**config.mk**
```make
export PLATFORM = sky130hd
export DESIGN_NAME = stable_priority_task_queue
export DESIGN_NICKNAME = d
export VERILOG_FILES = /design/src/rtl/spq_pkg.sv /design/src/rtl/spq_ctrl.sv /design/src/rtl/spq_datapath.sv /design/src/rtl/stable_priority_task_queue.sv
export SDC_FILE = /design/constraint.sdc
export NUM_CORES = 1
export LEC_CHECK = 0
export BUFFER_PORTS_ARGS = -buffer_cell sky130_fd_sc_hd__clkbuf_2
export CORE_MARGIN = 1
export CORE_UTILIZATION = 35
export CTS_CLUSTER_SIZE = 28
export DETAILED_ROUTE_END_ITERATION = 6
export PLACE_DENSITY = 0.62
export SLEW_MARGIN = 0
export SYNTH_ARGS = -nofsm -noshare
export SYNTH_HDL_FRONTEND = slang
export SYNTH_SLANG_ARGS = --single-unit
```
**constraint.sdc**
```tcl
create_clock -name clock -period 5.06 [get_ports clock]
set_input_delay 0.759 -clock clock [delete_from_list [all_inputs] [get_ports clock]]
set_output_delay 0.759 -clock clock [all_outputs]
set_load 0.01 [all_outputs]
```
**src/rtl/spq_pkg.sv**
```systemverilog
// Shared types, constants and codes of the stable priority task queue.
package spq_pkg;

   localparam int DEPTH_DEFAULT         = 16;
   localparam int PRIORITY_BITS_DEFAULT = 8;
   localparam int HANDLE_BITS_DEFAULT   = 16;

   localparam int CMD_BITS    = 2;
   localparam int STATUS_BITS = 2;

   // command codes carried in req_tuser
   localparam logic [CMD_BITS-1:0] CMD_INSERT   = 2'd0;
   localparam logic [CMD_BITS-1:0] CMD_DISPATCH = 2'd1;
   localparam logic [CMD_BITS-1:0] CMD_FINISH   = 2'd2;

   // status codes carried in rsp_tuser
   localparam logic [STATUS_BITS-1:0] STATUS_OK      = 2'd0;
   localparam logic [STATUS_BITS-1:0] STATUS_FULL    = 2'd1;
   localparam logic [STATUS_BITS-1:0] STATUS_NO_HEAD = 2'd2;
   localparam logic [STATUS_BITS-1:0] STATUS_BAD_TAG = 2'd3;

   typedef enum logic {
      ST_IDLE,
      ST_EXEC
   } ctrl_state_type;

   // commands from the controller to the datapath
   typedef struct packed {
      logic capture;   // latch the accepted item
      logic execute;   // apply the latched item and load the result register
   } spq_ctl_type;

endpackage

```
**src/rtl/spq_ctrl.sv**
```systemverilog
// Controller of the stable priority task queue: item handshake and result valid.
module spq_ctrl (
   input  logic                clock,
   input  logic                reset,
   input  logic                req_tvalid,
   output logic                req_tready,
   output logic                rsp_tvalid,
   input  logic                rsp_tready,
   output spq_pkg::spq_ctl_type ctl
);

   spq_pkg::ctrl_state_type state_ff, state_in;
   logic                    rsp_valid_ff, rsp_valid_in;
   logic                    can_load;

   always_ff @(posedge clock) begin
      if (reset) begin
         state_ff     <= spq_pkg::ST_IDLE;
         rsp_valid_ff <= 1'b0;
      end else begin
         state_ff     <= state_in;
         rsp_valid_ff <= rsp_valid_in;
      end
   end

   assign can_load = !rsp_valid_ff || rsp_tready;

   always_comb begin
      state_in     = state_ff;
      rsp_valid_in = rsp_valid_ff && !rsp_tready;
      req_tready   = 1'b0;
      ctl.capture  = 1'b0;
      ctl.execute  = 1'b0;
      case (state_ff)
         spq_pkg::ST_IDLE: begin
            req_tready = 1'b1;
            if (req_tvalid) begin
               ctl.capture = 1'b1;
               state_in    = spq_pkg::ST_EXEC;
            end
         end
         spq_pkg::ST_EXEC: begin
            if (can_load) begin
               ctl.execute  = 1'b1;
               rsp_valid_in = 1'b1;
               state_in     = spq_pkg::ST_IDLE;
            end
         end
         default: begin
            state_in = spq_pkg::ST_IDLE;
         end
      endcase
   end

   assign rsp_tvalid = rsp_valid_ff;

endmodule

```
**src/rtl/spq_datapath.sv**
```systemverilog
// Datapath of the stable priority task queue: sorted cell row, tag map, result register.
module spq_datapath #(
   parameter int DEPTH         = spq_pkg::DEPTH_DEFAULT,
   parameter int PRIORITY_BITS = spq_pkg::PRIORITY_BITS_DEFAULT,
   parameter int HANDLE_BITS   = spq_pkg::HANDLE_BITS_DEFAULT,
   localparam int TAG_BITS     = $clog2(DEPTH),
   localparam int OCC_BITS     = $clog2(DEPTH + 1)
) (
   input  logic                            clock,
   input  logic                            reset,
   input  spq_pkg::spq_ctl_type            ctl,
   input  logic [spq_pkg::CMD_BITS-1:0]    req_cmd,
   input  logic [HANDLE_BITS-1:0]          req_handle,
   input  logic signed [PRIORITY_BITS-1:0] req_priority,
   input  logic [TAG_BITS-1:0]             req_finish_tag,
   output logic [spq_pkg::STATUS_BITS-1:0] rsp_status,
   output logic [HANDLE_BITS-1:0]          rsp_handle,
   output logic [TAG_BITS-1:0]             rsp_tag,
   output logic [OCC_BITS-1:0]             rsp_occupancy
);

   // latched item
   logic [spq_pkg::CMD_BITS-1:0]    cmd_ff;
   logic [HANDLE_BITS-1:0]          handle_ff;
   logic signed [PRIORITY_BITS-1:0] prio_ff;
   logic [TAG_BITS-1:0]             ftag_ff;

   // cell row, slot 0 is the head
   logic                            valid_ff  [DEPTH];
   logic                            busy_ff   [DEPTH];
   logic signed [PRIORITY_BITS-1:0] prio_c_ff [DEPTH];
   logic [HANDLE_BITS-1:0]          hndl_c_ff [DEPTH];
   logic [TAG_BITS-1:0]             tag_c_ff  [DEPTH];
   logic                            valid_in  [DEPTH];
   logic                            busy_in   [DEPTH];
   logic signed [PRIORITY_BITS-1:0] prio_c_in [DEPTH];
   logic [HANDLE_BITS-1:0]          hndl_c_in [DEPTH];
   logic [TAG_BITS-1:0]             tag_c_in  [DEPTH];

   logic [OCC_BITS-1:0]             count_ff, count_in;
   logic [DEPTH-1:0]                free_ff, free_in;

   logic [spq_pkg::STATUS_BITS-1:0] status_ff, status_in;
   logic [HANDLE_BITS-1:0]          out_handle_ff, out_handle_in;
   logic [TAG_BITS-1:0]             out_tag_ff, out_tag_in;

   logic [DEPTH-1:0]                le;        // entry sorts at or before new item
   logic [DEPTH-1:0]                match;     // busy entry holding the finish tag
   logic [DEPTH-1:0]                low_free;  // lowest free tag, one-hot
   logic [TAG_BITS-1:0]             new_tag;
   logic [TAG_BITS-1:0]             match_pos;
   logic                            hit, full, head_ok;
   logic                            do_insert, do_dispatch, do_finish;

   always_ff @(posedge clock) begin
      if (ctl.capture) begin
         cmd_ff    <= req_cmd;
         handle_ff <= req_handle;
         prio_ff   <= req_priority;
         ftag_ff   <= req_finish_tag;
      end
   end

   always_comb begin
      for (int i = 0; i < DEPTH; i++) begin
         le[i]    = valid_ff[i] && (prio_c_ff[i] <= prio_ff);
         match[i] = valid_ff[i] && busy_ff[i] && (tag_c_ff[i] == ftag_ff);
      end
   end

   assign low_free = free_ff & (~free_ff + DEPTH'(1));

   // one-hot to index: at most one bit set in each vector
   always_comb begin
      new_tag   = '0;
      match_pos = '0;
      for (int i = 0; i < DEPTH; i++) begin
         if (low_free[i]) begin
            new_tag = new_tag | TAG_BITS'(i);
         end
         if (match[i]) begin
            match_pos = match_pos | TAG_BITS'(i);
         end
      end
   end

   assign hit         = |match;
   assign full        = (count_ff == OCC_BITS'(DEPTH));
   assign head_ok     = valid_ff[0] && !busy_ff[0];
   assign do_insert   = ctl.execute && (cmd_ff == spq_pkg::CMD_INSERT) && !full;
   assign do_dispatch = ctl.execute && (cmd_ff == spq_pkg::CMD_DISPATCH) && head_ok;
   assign do_finish   = ctl.execute && (cmd_ff == spq_pkg::CMD_FINISH) && hit;

   for (genvar i = 0; i < DEPTH; i++) begin : g_cell
      logic at_slot, from_prev, from_next;

      if (i == 0) begin : g_first
         assign at_slot   = !le[0];
         assign from_prev = 1'b0;
      end else begin : g_rest
         assign at_slot   = !le[i] && le[i-1];
         assign from_prev = !le[i] && !le[i-1];
      end
      assign from_next = do_finish && (TAG_BITS'(i) >= match_pos);

      always_comb begin
         valid_in[i]  = valid_ff[i];
         busy_in[i]   = busy_ff[i];
         prio_c_in[i] = prio_c_ff[i];
         hndl_c_in[i] = hndl_c_ff[i];
         tag_c_in[i]  = tag_c_ff[i];
         if (do_insert && at_slot) begin
            valid_in[i]  = 1'b1;
            busy_in[i]   = 1'b0;
            prio_c_in[i] = prio_ff;
            hndl_c_in[i] = handle_ff;
            tag_c_in[i]  = new_tag;
         end else if (do_insert && from_prev) begin
            if (i > 0) begin
               valid_in[i]  = valid_ff[(i > 0) ? i-1 : 0];
               busy_in[i]   = busy_ff[(i > 0) ? i-1 : 0];
               prio_c_in[i] = prio_c_ff[(i > 0) ? i-1 : 0];
               hndl_c_in[i] = hndl_c_ff[(i > 0) ? i-1 : 0];
               tag_c_in[i]  = tag_c_ff[(i > 0) ? i-1 : 0];
            end
         end else if (from_next) begin
            if (i == DEPTH-1) begin
               valid_in[i] = 1'b0;
               busy_in[i]  = 1'b0;
            end else begin
               valid_in[i]  = valid_ff[(i < DEPTH-1) ? i+1 : i];
               busy_in[i]   = busy_ff[(i < DEPTH-1) ? i+1 : i];
               prio_c_in[i] = prio_c_ff[(i < DEPTH-1) ? i+1 : i];
               hndl_c_in[i] = hndl_c_ff[(i < DEPTH-1) ? i+1 : i];
               tag_c_in[i]  = tag_c_ff[(i < DEPTH-1) ? i+1 : i];
            end
         end else if (do_dispatch && (i == 0)) begin
            busy_in[i] = 1'b1;
         end
      end

      always_ff @(posedge clock) begin
         if (reset) begin
            valid_ff[i] <= 1'b0;
            busy_ff[i]  <= 1'b0;
         end else begin
            valid_ff[i] <= valid_in[i];
            busy_ff[i]  <= busy_in[i];
         end
         prio_c_ff[i] <= prio_c_in[i];
         hndl_c_ff[i] <= hndl_c_in[i];
         tag_c_ff[i]  <= tag_c_in[i];
      end
   end

   always_comb begin
      count_in      = count_ff;
      free_in       = free_ff;
      status_in     = status_ff;
      out_handle_in = out_handle_ff;
      out_tag_in    = out_tag_ff;
      if (ctl.execute) begin
         status_in     = spq_pkg::STATUS_OK;
         out_handle_in = '0;
         out_tag_in    = '0;
         case (cmd_ff)
            spq_pkg::CMD_INSERT: begin
               if (full) begin
                  status_in = spq_pkg::STATUS_FULL;
               end else begin
                  count_in   = count_ff + OCC_BITS'(1);
                  free_in    = free_ff & ~low_free;
                  out_tag_in = new_tag;
               end
            end
            spq_pkg::CMD_DISPATCH: begin
               if (head_ok) begin
                  out_handle_in = hndl_c_ff[0];
                  out_tag_in    = tag_c_ff[0];
               end else begin
                  status_in = spq_pkg::STATUS_NO_HEAD;
               end
            end
            spq_pkg::CMD_FINISH: begin
               if (hit) begin
                  count_in         = count_ff - OCC_BITS'(1);
                  free_in[ftag_ff] = 1'b1;
                  out_tag_in       = ftag_ff;
               end else begin
                  status_in = spq_pkg::STATUS_BAD_TAG;
               end
            end
            default: begin
               status_in = spq_pkg::STATUS_OK;
            end
         endcase
      end
   end

   always_ff @(posedge clock) begin
      if (reset) begin
         count_ff <= '0;
         free_ff  <= '1;
      end else begin
         count_ff <= count_in;
         free_ff  <= free_in;
      end
      status_ff     <= status_in;
      out_handle_ff <= out_handle_in;
      out_tag_ff    <= out_tag_in;
   end

   assign rsp_status    = status_ff;
   assign rsp_handle    = out_handle_ff;
   assign rsp_tag       = out_tag_ff;
   assign rsp_occupancy = count_ff;

endmodule

```
**src/rtl/stable_priority_task_queue.sv**
```systemverilog
// Top level of the stable priority task queue.
// An accepted item is latched in idle and applied in execute, where the cell row compares
// and shifts; its result is then registered and can be taken from the result register.
// No new item is taken while one is latched or in execute.
// A waiting result holds the item taken after it in execute; the input then stalls until
// the result is taken. Reset (synchronous, active high) empties the queue and frees all tags.
module stable_priority_task_queue #(
   parameter int DEPTH         = spq_pkg::DEPTH_DEFAULT,
   parameter int PRIORITY_BITS = spq_pkg::PRIORITY_BITS_DEFAULT,
   parameter int HANDLE_BITS   = spq_pkg::HANDLE_BITS_DEFAULT,
   localparam int TAG_BITS     = $clog2(DEPTH),
   localparam int OCC_BITS     = $clog2(DEPTH + 1),
   localparam int REQ_BITS     = HANDLE_BITS + PRIORITY_BITS + TAG_BITS,
   localparam int REQ_DATA_W   = ((REQ_BITS + 7) / 8) * 8,
   localparam int RSP_BITS     = HANDLE_BITS + TAG_BITS + OCC_BITS,
   localparam int RSP_DATA_W   = ((RSP_BITS + 7) / 8) * 8
) (
   input  logic                            clock,
   input  logic                            reset,
   input  logic                            req_tvalid,
   output logic                            req_tready,
   // task_handle, task_priority, finish_tag (lowest bit up), zero pad
   input  logic [REQ_DATA_W-1:0]           req_tdata,
   // cmd
   input  logic [spq_pkg::CMD_BITS-1:0]    req_tuser,
   output logic                            rsp_tvalid,
   input  logic                            rsp_tready,
   // out_handle, out_tag, occupancy (lowest bit up), zero pad
   output logic [RSP_DATA_W-1:0]           rsp_tdata,
   // status
   output logic [spq_pkg::STATUS_BITS-1:0] rsp_tuser
);

   spq_pkg::spq_ctl_type            ctl;
   logic [HANDLE_BITS-1:0]          in_handle;
   logic signed [PRIORITY_BITS-1:0] in_priority;
   logic [TAG_BITS-1:0]             in_finish_tag;
   logic [HANDLE_BITS-1:0]          out_handle;
   logic [TAG_BITS-1:0]             out_tag;
   logic [OCC_BITS-1:0]             out_occupancy;

   // split the request item into its fields
   assign in_handle     = req_tdata[HANDLE_BITS-1:0];
   assign in_priority   = req_tdata[HANDLE_BITS +: PRIORITY_BITS];
   assign in_finish_tag = req_tdata[HANDLE_BITS + PRIORITY_BITS +: TAG_BITS];

   // handshake: accept in idle, execute once the result register can take a value
   spq_ctrl u_ctrl (
      .clock      (clock),
      .reset      (reset),
      .req_tvalid (req_tvalid),
      .req_tready (req_tready),
      .rsp_tvalid (rsp_tvalid),
      .rsp_tready (rsp_tready),
      .ctl        (ctl)
   );

   // sorted cell row, tag map and result register
   spq_datapath #(
      .DEPTH         (DEPTH),
      .PRIORITY_BITS (PRIORITY_BITS),
      .HANDLE_BITS   (HANDLE_BITS)
   ) u_datapath (
      .clock          (clock),
      .reset          (reset),
      .ctl            (ctl),
      .req_cmd        (req_tuser),
      .req_handle     (in_handle),
      .req_priority   (in_priority),
      .req_finish_tag (in_finish_tag),
      .rsp_status     (rsp_tuser),
      .rsp_handle     (out_handle),
      .rsp_tag        (out_tag),
      .rsp_occupancy  (out_occupancy)
   );

   // pack the result item, zero pad in the top bits
   assign rsp_tdata = RSP_DATA_W'({out_occupancy, out_tag, out_handle});

endmodule

```
==> results.toml <==
[worst_setup_path]
r2r_cells = 10
endpoint_kind = "flip-flop"
cp_max_fo = 24
setup.worst_path.class = "reg2reg"
reg2reg_from = "u_datapath.ftag_ff[2]$_DFFE_PP_"
worst_ep_arrival_time_ns = 4.46
crit_required_ns = 5.41
start_kind = "flip-flop"
rr_endpoint = "u_datapath.hndl_c_ff[6][3]$_DFFE_PP_"
critical-path-slowest-cell = "edfxtp_1"
reg2reg_slack_ns = 0.95
crit_top_cell = "buf_4"
cp_cell_sequence = "buf_4 > xor2_1 > nor3_1 > nand4_1 > nand4_2 > o41ai_1 > or2_1 > a21oi_1 > o21bai_2 > buf_4"
cp_slowest_stage_delay_ns = 1.05

[finish]
multi_input_area_sq_mm = 0.0139
diodes = 0
n_fill_cell = 8593
area_growth_pct = 11.6
regArea_sq_mm = 0.0161
fin_util_pct = 39.6
layout-drive-gt1-share_pct = 11.1
layout.nets = 3012

[synth]
synth_edf_count = 500
ys_types = 78
synth-main-ff-cell = "edfxtp_1"
syn_area_sq_mm = 0.0308
synth.most_common_cell = "edfxtp_1"
synth.avg_cell_area_sq_um = 10.8
synth-seq-cells = 555
netlist_top_cells_count = "edfxtp_1, o21ai_0, nand2_1, mux2i_1, clkbuf_1"
synth-seq-area-share_pct = 52.2
yosysWarnings = 0
synthArstFlopShare_pct = 0
yosysTopAreaCell = "edfxtp_1"
synth_top_area_share_pct = 48.7
syn_inst = 2848
synthTopCellsByArea = "edfxtp_1, mux2i_1, o21ai_0"

[cts]
cts_setup_buffers = 0
clock_latency_ns = 0.63
cts_root_buf = "clkbuf_16"
hold_buffers = 0
numCtsBuffers = 57
clk_pin_slew_worst_paths_ns = 0.06
cts.repair.resized = 0
cts_tree = "built"
clk_path_buf_depth = 3
htreeDepth = 2
cts_sinks = 555

[sta]
drv_slew = 0
finalSetupViolCount = 0
finalHoldViolCount = 0
totalNegativeSetupSlack_ns = 0
hold_ws_ns = 0.304
worst_pin_slew_ns = 1.07
rsz0062_at_grt = "false"
fin_skew_ns = 0.0335
period_minus_slack_ns = 4.11
fmax_mhz = 243
final.period_utilization_pct = 81.3
slew_headroom_pct = 28.4

[run_status]
outcome = "completed"

[flow_run]
max_cap_viol_count = 0

[min_path]
hold_path_class = "in2reg"
hold_path_startpoint = "req_tdata[8]"
holdPathEnd = "u_datapath.handle_ff[8]$_DFFE_PP_"
whs_path_depth = 1

[route]
ant_nets = 0
finalWirelength_um = 74500
wl_per_cell_um = 18.4
route.vias.total = 21600
drt_iter0_markers = 1452
drt_pass1_iterations = 5
vias_per_cell = 5.34
drc = 0

[global_routing]
grt_pass1_vias = 21900
antenna_found_initial = 2
grt_overflow_total = 0
grt_first_pass_wirelength_um = 120000
grt_max_degree = 61
grtUsageTotal_pct = 16.4

[power]
power_frac_comb_pct = 6.9
sequentialPowerShare_pct = 51.6
p_clk_share_pct = 41.6
p_sw_share_pct = 23.8
intPower_w = 0.00777
switchingPower_w = 0.00243
peakVddDrop_uv = 241
p_leak_nw = 12.5
p_per_area_mw_per_mm2 = 296

[floorplan]
die_w_um = 299
die_h_um = 299
io_pins = 74
dieArea_sq_mm = 0.0893
num_rows = 108
start_util_pct = 35.4
core_sq_mm = 0.0870

[place]
gp_congestion = 0.848
dp_hpwl_um = 53000
port_buffers = 62
==> logic make-up after synthesis <==
family | after synthesis | synth area share (%)
muxes | 435 | 14.3
other | 1 | 0.0122
AOI/OAI and AO/OA | 679 | 12.5
and+or+nand+nor | 730 | 10.6
xor gates and xnor gates | 42 | 1.19
DFF | 555 | 52.2
buffers and inverters | 274 | 3.67
adders and majority gates | 132 | 5.38
==> registers in the layout, summed over array words and instances (netlist names), 4 cells and up <==
signal	flops
u_datapath.hndl_c_ff	256
u_datapath.prio_c_ff	128
u_datapath.tag_c_ff	64
u_datapath.busy_ff	16
u_datapath.free_ff	16
u_datapath.handle_ff	16
u_datapath.rsp_handle	16
u_datapath.valid_ff	16
u_datapath.prio_ff	8
u_datapath.rsp_occupancy	5
u_datapath.ftag_ff	4
u_datapath.rsp_tag	4
==> layout by cell type (no fill, tap or decap), types with 24 or more instances in the layout <==
cell type / n
clkbuf_2: 62
nor2_1: 85
clkbuf_16: 57
edfxtp_1: 500
xor2_1: 26
ha_1: 131
inv_1: 66
nand2_1: 450
o21ai_0: 455
a21oi_1: 76
nand2b_1: 30
mux2_2: 51
dfxtp_1: 55
nand4_1: 24
mux2i_1: 383
buf_4: 67
==> layer usage <==
metal | vias to the layer above | track usage, % | share of wire (%)
met5 | - | 0 | 0
met4 | 0 | 4.47 | 2.1
met3 | 110 | 2.05 | 3.9
met2 | 392 | 26.4 | 46
met1 | 10600 | 23.2 | 48
li1 | 10500 | - | -
==> per-stage QoR <==
| stage | instance area, sq um | total power (W) | setup WS, ns | std cells |
|---|---|---|---|---|
| 2_1_floorplan | 30900 | 0.00580 | 0.429 | 2854 |
| 3_3_place_gp | 32600 | 0.00604 | 0.921 | 3938 |
| 3_5_place_dp | 32600 | 0.00606 | 0.904 | 3938 |
| 4_1_cts | 34400 | 0.0103 | 0.860 | 4045 |
| 5_1_grt | 34400 | 0.0106 | 0.650 | 4045 |
| 6_report | 34400 | 0.0102 | 0.948 | 4045 |
==> power by group through the flow <==
| stage | Clock, W | Sequential, W | Combinational, W |
|---|---|---|---|
| after floorplan | 0 | 0.00529 | 0.000508 |
| after global placement | 0 | 0.00536 | 0.000683 |
| after detailed placement | 0 | 0.00536 | 0.000700 |
| after CTS | 0.00433 | 0.00526 | 0.000705 |
| after global routing | 0.00450 | 0.00527 | 0.000799 |
| final | 0.00424 | 0.00526 | 0.000702 |
==> worst max-delay path by stage <==
stage,depth (start not counted),startpoint,end,slack (ns)
final,10,u_datapath.ftag_ff[2]$_DFFE_PP_,u_datapath.hndl_c_ff[6][3]$_DFFE_PP_,0.95
after global routing,12,u_datapath.prio_ff[1]$_DFFE_PP_,u_datapath.hndl_c_ff[1][20]$_DFFE_PP_,0.65
after CTS,13,u_datapath.prio_ff[1]$_DFFE_PP_,u_datapath.prio_c_ff[0][19]$_DFFE_PP_,0.86
after detailed placement,13,u_datapath.prio_ff[1]$_DFFE_PP_,u_datapath.hndl_c_ff[1][2]$_DFFE_PP_,0.90
after global placement,13,u_datapath.prio_ff[1]$_DFFE_PP_,u_datapath.hndl_c_ff[1][3]$_DFFE_PP_,0.92
after floorplan,10,rsp_tready,u_datapath.hndl_c_ff[7][16]$_DFFE_PP_,0.43
==> worst max-delay path, delay by kind of cell, from the launching register on <==
family	cells	cell delay [ns]
flip-flops	1	1.05
AO/OA/AOI/OAI	3	1.07
buffers and inverters	2	0.57
AND/OR/NAND/NOR	4	0.97
XOR/XNOR	1	0.14
==> layout make-up <==
type	count	share of cell area (%)
Clock inverter	29	0.919
Inverter	70	0.767
Multi-Input combinational cell	2025	40.4
Timing Repair Buffer	133	2.59
Clock buffer	78	4.37
Sequential cell	555	46.8
Tap cell	1155	4.20
Power figures use the tool's default switching activity.
